--- src/rtl/pfb_pkg.sv ---
`default_nettype none
package pfb_pkg;
	localparam int FRAME_W_DEF = 128;
	localparam int FRAME_H_DEF = 64;
	localparam int QUEUE_DEPTH = 2;

	typedef enum logic [2:0] {
		ACT_BLIT  = 3'd0,
		ACT_WPIX  = 3'd1,
		ACT_RPIX  = 3'd2,
		ACT_CLR   = 3'd3,
		ACT_RBYTE = 3'd4
	} action_t;

	typedef enum logic [2:0] {
		OP_NONE,
		OP_OR,
		OP_SETB,
		OP_CLRB,
		OP_RBIT,
		OP_ZERO,
		OP_RBYTE
	} op_t;

	// one memory access for the back end
	typedef struct packed {
		op_t        op;
		logic       hit;
		logic       last;
		logic [7:0] x;
		logic [4:0] page;
		logic [7:0] data;
		logic [2:0] bit_idx;
	} cmd_t;
endpackage
`default_nettype wire

--- src/rtl/pfb_front.sv ---
`default_nettype none
module pfb_front #(
	parameter int FRAME_W = pfb_pkg::FRAME_W_DEF,
	parameter int FRAME_H = pfb_pkg::FRAME_H_DEF
) (
	input  wire logic          clk,
	input  wire logic          arst_n,
	input  wire logic          in_take,
	input  wire logic [2:0]    action,
	input  wire logic [7:0]    dest_x,
	input  wire logic [7:0]    top_y,
	input  wire logic [4:0]    band,
	input  wire logic [7:0]    height,
	input  wire logic [7:0]    crop,
	input  wire logic [7:0]    pixel_byte,
	input  wire logic          invert,
	input  wire logic          point_on,
	input  wire logic [7:0]    anim_offset,
	output logic               busy,
	output logic               cmd_valid,
	output pfb_pkg::cmd_t      cmd,
	input  wire logic          cmd_ready
);
	localparam int PAGES = (FRAME_H + 7) / 8;
	localparam logic [8:0] W9 = 9'(FRAME_W);
	localparam logic [8:0] H9 = 9'(FRAME_H);
	localparam logic [8:0] P9 = 9'(PAGES);

	pfb_pkg::cmd_t a_c, b_c, second_q;
	logic has_second_q, a_valid;

	logic [7:0] yy, y, bottom, row, row_end, mask, pix, lo, hi, ywp;
	logic [2:0] shift;
	logic [3:0] sh_up;
	logic x_ok, band_ok, skip, put_a, put_b;
	logic [8:0] sl, sr;

	always_comb begin
		x_ok = {1'b0, dest_x} < W9;
		yy = top_y + anim_offset;
		y = yy - crop;
		bottom = yy + height;
		row = {band, 3'b000} + y;
		row_end = row + 8'd8;
		shift = y[2:0];
		band_ok = band < height[7:3];
		skip = (crop != 8'd0) && ((row_end < yy) || ({1'b0, row_end} > H9) || (row > bottom));
		sl = {1'b0, yy - row};
		sr = {1'b0, row_end - bottom};
		mask = 8'hFF;
		if (crop != 8'd0) begin
			if (row < yy) mask = (sl >= 9'd8) ? 8'd0 : 8'(8'hFF << sl[2:0]);
			else if (row_end > bottom) mask = (sr >= 9'd8) ? 8'd0 : 8'(8'hFF >> sr[2:0]);
		end
		pix = (invert ? ~pixel_byte : pixel_byte) & mask;
		lo = 8'(pix << shift);
		sh_up = 4'd8 - {1'b0, shift};
		hi = 8'(pix >> sh_up[2:0]);
		put_a = x_ok && band_ok && !skip && ({1'b0, row} < H9);
		put_b = x_ok && band_ok && !skip && (shift != 3'd0) && ({1'b0, row_end} < H9);
		ywp = top_y + anim_offset;

		a_c = '0;
		b_c = '0;
		a_c.x = dest_x;
		a_c.last = 1'b1;
		a_valid = 1'b1;
		b_c.x = dest_x;
		b_c.op = pfb_pkg::OP_OR;
		b_c.hit = 1'b1;
		b_c.last = 1'b1;
		b_c.page = row_end[7:3];
		b_c.data = hi;
		unique case (action)
			pfb_pkg::ACT_BLIT: begin
				a_c.page = row[7:3];
				a_c.data = lo;
				a_c.op = put_a ? pfb_pkg::OP_OR : pfb_pkg::OP_NONE;
				a_c.hit = put_a || put_b;
				a_c.last = !put_b;
			end
			pfb_pkg::ACT_WPIX: begin
				a_c.page = ywp[7:3];
				a_c.bit_idx = ywp[2:0];
				a_c.hit = x_ok && ({1'b0, ywp} < H9);
				a_c.op = !a_c.hit ? pfb_pkg::OP_NONE :
					(point_on ? pfb_pkg::OP_SETB : pfb_pkg::OP_CLRB);
			end
			pfb_pkg::ACT_RPIX: begin
				a_c.page = top_y[7:3];
				a_c.bit_idx = top_y[2:0];
				a_c.hit = x_ok && ({1'b0, top_y} < H9);
				a_c.op = a_c.hit ? pfb_pkg::OP_RBIT : pfb_pkg::OP_NONE;
			end
			pfb_pkg::ACT_CLR, pfb_pkg::ACT_RBYTE: begin
				a_c.page = top_y[7:3];
				a_c.hit = x_ok && ({4'd0, top_y[7:3]} < P9);
				a_c.op = !a_c.hit ? pfb_pkg::OP_NONE :
					(action == pfb_pkg::ACT_CLR ? pfb_pkg::OP_ZERO : pfb_pkg::OP_RBYTE);
			end
			default: a_c.op = pfb_pkg::OP_NONE;
		endcase
	end

	// small queue: a held command and an optional second one
	pfb_pkg::cmd_t hold_q;
	logic hold_v_q;
	assign cmd_valid = hold_v_q;
	assign cmd = hold_q;
	assign busy = hold_v_q || has_second_q;

	always_ff @(posedge clk or negedge arst_n) begin
		if (!arst_n) begin
			hold_v_q <= 1'b0;
			has_second_q <= 1'b0;
		end else if (in_take) begin
			hold_v_q <= a_valid;
			hold_q <= a_c;
			has_second_q <= (action == pfb_pkg::ACT_BLIT) && put_b;
			second_q <= b_c;
		end else if (hold_v_q && cmd_ready) begin
			hold_v_q <= has_second_q;
			hold_q <= second_q;
			has_second_q <= 1'b0;
		end
	end
endmodule
`default_nettype wire

--- config.mk ---
export PLATFORM = sky130hd
export DESIGN_NAME = pfb_front
export DESIGN_NICKNAME = d
export VERILOG_FILES = /design/src/rtl/pfb_pkg.sv /design/src/rtl/pfb_front.sv
export SDC_FILE = /design/constraint.sdc
export NUM_CORES = 1
export LEC_CHECK = 0
export BUFFER_PORTS_ARGS = -buffer_cell sky130_fd_sc_hd__buf_2
export CORE_UTILIZATION = 40
export CTS_BUF_LIST = sky130_fd_sc_hd__clkbuf_4
export CTS_CLUSTER_DIAMETER = 30
export DETAILED_ROUTE_END_ITERATION = 6
export PLACE_DENSITY = 0.67
export SYNTH_ARGS = -nofsm -noshare
export SYNTH_HDL_FRONTEND = slang
export SYNTH_SLANG_ARGS = --single-unit
--- constraint.sdc ---
create_clock -name clk -period 2 [get_ports clk]
set_input_delay 0.1 -clock clk [delete_from_list [all_inputs] [get_ports clk]]
set_output_delay 0.1 -clock clk [all_outputs]
set_load 0.02 [all_outputs]
After elaboration in Yosys (flattened, before gate mapping). Cells that the tools add are included.

Register bits after elaboration: 52. Logic and storage cells: 93. Bits of input ports: 62.

Reductions and logical operators: 25. Order comparisons: 14. Shifts and indexed selects: 4. Mux-type cells: 24. Equality and inequality tests: 4. Bitwise operators: 2. Add/subtract/negate cells: 8.

Operator list (number): 2-to-1 mux 29 bit (2); 2-to-1 mux 8 bit (7); less-than comparator 8 x 7 -> 1 bit, second input constant (4); adder 8 bit (3); subtractor 8 bit (3); greater-or-equal comparator 8 x 4 -> 1 bit, second input constant (2); greater-than comparator 8 bit (2); less-than comparator 8 bit (2); one-hot mux 5 bit (3 select lines) (1); one-hot mux 3 bit (4 select lines) (1); logical AND 1 bit (11); adder 8 x 4 -> 8 bit, second input constant (1); bitwise AND 8 bit (1); greater-than comparator 8 x 7 -> 1 bit, second input constant (1); less-than comparator 8 bit, second input constant (1); NOT 8 bit (1); nonzero test 8 bit (1); << shifter 8 x 3 -> 8 bit (1); << shifter 8 x 3 -> 8 bit, first input constant (1); >> shifter 8 x 3 -> 8 bit (1); >> shifter 8 x 3 -> 8 bit, first input constant (1); 2-to-1 mux 1 bit (7); equality test 3 x 2 -> 1 bit, second input constant (2); 2-to-1 mux 3 bit (2); 16 further kinds (22).

Logic depth before layout (Yosys ltp).
Word-level depth: 15. Gate-level depth with buffers: 28. Mapped depth without buffers: 28.

Worst setup path before layout. Ideal clock, no wire load.

Path kind: input to register. Start: input port top_y[0]. End: register hold_q (netlist bit cmd[10]), data pin. Setup time: 0.165 ns. Stages: 28. Path buffers: 0. Data arrival time: 5.721 ns. Setup slack: -3.886 ns. Cells stage by stage: ha_1 fa_1 inv_1 fa_1 nor2b_1 o21ai_0 nand2b_1 xor2_1 inv_1 fa_1 inv_1 a21o_1 a21oi_1 xnor2_1 xnor2_1 xnor2_1 xor2_1 inv_1 ha_1 nor3_1 o21a_1 o311ai_2 a221oi_4 nand4_1 a31oi_2 o31ai_1 or3_4 o31ai_2.

Cells in the longest elaborated chain, start to end: 14. Elaborated cells between the ends (all ways): 22.

Ends and longest elaborated chain: start, declared (line pfb_front.sv:11) `input wire logic [7:0] top_y,`; adder 8 bit (*) (line pfb_front.sv:40) `yy = top_y + anim_offset;`; subtractor 8 bit (*) (line pfb_front.sv:41) `y = yy - crop;`; adder 8 bit (*) (line pfb_front.sv:43) `row = {band, 3'b000} + y;`; adder 8 x 4 -> 8 bit (*) (line pfb_front.sv:44) `row_end = row + 8'd8;`; via row_end[7] (line pfb_front.sv:32) `logic [7:0] yy, y, bottom, row, row_end, mask, pix, lo, hi, ywp;`; subtractor 8 bit (line pfb_front.sv:49) `sr = {1'b0, row_end - bottom};`; greater-or-equal comparator 8 x 4 -> 1 bit (line pfb_front.sv:53) `else if (row_end > bottom) mask = (sr >= 9'd8) ? 8'd0 : 8'(8'hFF >> sr[2:0]);`; 2-to-1 mux 8 bit (line pfb_front.sv:53); 2-to-1 mux 8 bit (*) (line pfb_front.sv:53); 2-to-1 mux 8 bit (*) (line pfb_front.sv:52) `if (row < yy) mask = (sl >= 9'd8) ? 8'd0 : 8'(8'hFF << sl[2:0]);`; 2-to-1 mux 8 bit (*) (line pfb_front.sv:51) `if (crop != 8'd0) begin`; bitwise AND 8 bit (*) (line pfb_front.sv:55) `pix = (invert ? ~pixel_byte : pixel_byte) & mask;`; << shifter 8 x 3 -> 8 bit (*) (line pfb_front.sv:56) `lo = 8'(pix << shift);`; 2-to-1 mux 8 bit (*) (line pfb_front.sv:74) `unique case (action)`; 2-to-1 mux 29 bit (*) (line pfb_front.sv:116) `end else if (in_take) begin`; end signal, assigned (line pfb_front.sv:123) `hold_q <= second_q;`; end, declared (line pfb_front.sv:106) `pfb_pkg::cmd_t hold_q;`.

The timed path passes the listed nets; every way through them passes the cells marked *. A chain may end at the register's enable or synchronous reset.

Worst setup path in the final report.
Start: input port top_y[0]. End: register hold_q (netlist bit cmd[9]), data pin.

Cells in the longest elaborated chain, start to end: 14. Elaborated cells between the ends (all ways): 22.

Ends and longest elaborated chain (line): adder 8 bit (*) (pfb_front.sv:40); subtractor 8 bit (pfb_front.sv:41); adder 8 bit (pfb_front.sv:43); adder 8 x 4 -> 8 bit (pfb_front.sv:44); subtractor 8 bit (pfb_front.sv:49); greater-or-equal comparator 8 x 4 -> 1 bit or >> shifter 8 x 3 -> 8 bit (tied branches) (pfb_front.sv:53); 2-to-1 mux 8 bit (2 in series) (pfb_front.sv:53); 2-to-1 mux 8 bit (pfb_front.sv:52); 2-to-1 mux 8 bit (pfb_front.sv:51); bitwise AND 8 bit (pfb_front.sv:55); << shifter 8 x 3 -> 8 bit (*) (pfb_front.sv:56); 2-to-1 mux 8 bit (*) (pfb_front.sv:74); 2-to-1 mux 29 bit (*) (pfb_front.sv:116).

Every way passes the cells marked *; elsewhere a longest branch is shown, timed or not.

==> results.json <==
{
  "status": "finished with violations",
  "violations": "negative setup slack",
  "num-fill-cells": 1035,
  "final_hold_viol_count": 0,
  "synthSimpleGateAreaFrac_pct": 16.08,
  "skew_ps": 18.72,
  "cts.sinks": 52,
  "cts_htree_levels": 2,
  "synth_edf_count": 50,
  "synthMuxAreaShare_pct": 4.148,
  "crit_type": "primary input to register",
  "cts_tree": "done",
  "min_path_type": "primary input to asynchronous set/reset pin",
  "ys.flop_type": "edfxtp_1",
  "cpMaxStageDelayCell": "fa_2",
  "drv_slew": 0,
  "multi_input_area_um2": 3915,
  "finalSetupViolCount": 31,
  "yosysUniqueCellTypes": 68,
  "final-seq-area_um2": 1551,
  "required_ps": 2140,
  "drt_drc_violations_left": 0,
  "end_kind": "register",
  "syn_avg_cell_area_um2": 9.210,
  "grtUsageTotal_pct": 23.48,
  "grt_max_degree": 26,
  "crit_arrival_ps": 5740,
  "final_area_um2": 7888,
  "synthXorXnorAreaFrac_pct": 7.132,
  "clk_latency_ps": 370,
  "rsz0062_at_grt": "true",
  "netlist_area_um2": 5157,
  "die_w_um": 115.6,
  "dieArea_um2": 13350,
  "synth_fa_ha_area_share_pct": 16.64,
  "drive_gt1_share_pct": 46.20,
  "syn_to_final_growth_pct": 52.94,
  "ioPinCount": 93,
  "async_reset_ff_share_pct": 3.846,
  "grt_pass1_vias": 5422,
  "ys_ff_latch": 52,
  "synth_top_family_by_area": "compound AO/OA/AOI/OAI gates",
  "syn_nets": 687,
  "grt_pass1_wl_um": 24770,
  "cpPeakStageDelay_ps": 610,
  "wl_per_cell_um": 16.39,
  "syn_inst": 560,
  "crit_top_cell": "buf_4",
  "drt-vias-per-instance": 5.444,
  "start_kind": "primary input",
  "clock_path_buffers": 2,
  "core_area_um2": 12620,
  "placed_cell_area_um2": 7029,
  "fin_nets": 955,
  "fmax_mhz": 178.5,
  "num_antenna_cells": 0,
  "die_y_um": 115.6,
  "antenna_found_initial": 0,
  "start_util_pct": 40.87,
  "drtAntennaViolNets": 0,
  "worst_pin_slew_ps": 565.1,
  "final.min_clock_period_ps": 5601,
  "overflow": 0,
  "path_clk_slew_ps": 140,
  "wirelength_um": 16400,
  "setup_slack_ps": -3601,
  "yosysSeqAreaShare_pct": 30.08,
  "fin_crit_sh_pct": 280.1,
  "cap_violations": 0,
  "clock-root-buffer": "clkbuf_4",
  "vias": 5449,
  "hpwl_um": 12460,
  "routabilityCongestion": 0.9463,
  "drt_iter0_markers": 213,
  "synth_compound_area_share_pct": 21.18,
  "numCtsBuffers": 5,
  "std_cell_rows": 41,
  "relSlewSlack_pct": 61.35,
  "firstDrtPassIters": 6,
  "cp_max_fo": 5,
  "yosys_warnings": 0,
  "io_buffers": 92
}
[per-stage QoR]
step                instances  TNS (ps)  hold slack [ps]  utilization [%]  worst slack (ps)
finish                   1001    -80210            62.19            62.50             -3601
global route             1001    -84650            46.03            62.50             -3801
CTS                       991    -75350            33.94            60.22             -3381
detailed placement        957    -92130           -101.9            55.70             -3919
global placement          957    -86600           -106.0            55.70             -3670
floorplan                 560    -74270           -195.6                -             -3527
[critical path, delay by kind of cell]
family	cells	cell delay, ps
compound gates	8	1060
fa+ha+maj	6	1920
buf+inv	12	1510
simple gates	4	490
xor+xnor	4	650
[logic make-up after synthesis]
logic type,Yosys count
xor gates and xnor gates,42
DFF,52
AOI/OAI and AO/OA,161
muxes,20
buffers and inverters,63
and+or+nand+nor,157
adders and majority gates,65
[cells in the final DEF (no fill, tap or decap), types with 10 or more instances in the layout]
cell,instances
nand3_1,11
nor2b_1,13
nand2b_1,10
ha_1,49
buf_2,90
nand2_1,26
a21oi_1,42
a21o_1,12
inv_1,38
edfxtp_1,50
nor3_1,11
buf_4,157
nor2_1,35
buf_6,18
a21oi_2,11
xnor2_1,19
nand4_1,10
o21ai_0,11
[cell usage after synthesis, types with 3 or more instances]
cell	n	area (um2)
nand4_1	10	62.56
o21ai_1	6	30.03
xor2_1	13	113.9
mux2i_1	9	90.09
and2_1	4	25.02
a211oi_1	8	60.06
nand2_1	27	101.4
nor4_1	3	18.77
fa_1	6	120.1
or4_1	3	22.52
a31oi_1	12	75.07
o21bai_1	3	22.52
nor2_1	36	135.1
a22oi_1	5	37.54
o221a_2	3	33.78
a211o_1	3	26.28
o21ai_0	17	85.08
a21o_1	12	90.09
nand2b_1	10	62.56
ha_1	59	738.2
edfxtp_1	50	1501
clkinv_1	3	11.26
mux2_2	11	123.9
nand3_1	11	55.05
or2_2	3	18.77
clkbuf_1	13	48.80
o22ai_1	3	18.77
o2111ai_1	3	26.28
o21a_1	5	37.54
or3_1	5	31.28
nor2b_1	14	87.58
inv_1	46	172.7
xnor2_1	29	254.0
nor3_1	17	85.08
a21oi_1	54	270.3
o211ai_1	4	30.03
and3_1	3	18.77
[final timing paths]
check                            start      endpoint  slack [ps]  cells past startpoint
max                           top_y[0]        cmd[9]       -3600                     34
min                             arst_n  has_second_q          60                      2
max reg2reg                  cmd_valid        cmd[7]         740                      3
min in group clk              point_on       cmd[26]          60                      2
max in group asynchronous       arst_n     cmd_valid        1830                      2
min reg2reg                second_q[4]        cmd[4]         550                      1
[state kept, by name (all words and copies together), names as in the netlist]
register      flops
cmd              29
second_q         21
cmd_valid         1
has_second_q      1
[routing by layer]
metal	vias up	share of wire, %	track usage (%)	wire length, um
met3	46	5.6	2.877	911
met4	0	3.2	10.30	521
met2	200	50	42.20	8147
met5	-	0	0	0
li1	2617	-	-	-
met1	2586	42	28.07	6823
[what timing repair did]
item	4_1_cts	5_1_grt
endpoints found under the setup margin	31	31
hold buffers	9	0
resized for setup	55	40
hold endpoints to repair	10	0
gates cloned	0	0
setup buffers	18	12
pin swaps	31	36
[area by class of cell]
class / instances / area share, %
Multi-Input combinational cell: 445 / 49.64
Timing Repair Buffer: 275 / 24.56
Sequential cell: 52 / 19.67
Tap cell: 172 / 2.728
Inverter: 49 / 2.395
Clock buffer: 6 / 0.5711
Clock inverter: 2 / 0.4442
Power is left out: the tool's default activity adds up to more than one toggle a clock period on the data nets, which glitch-free logic cannot reach.
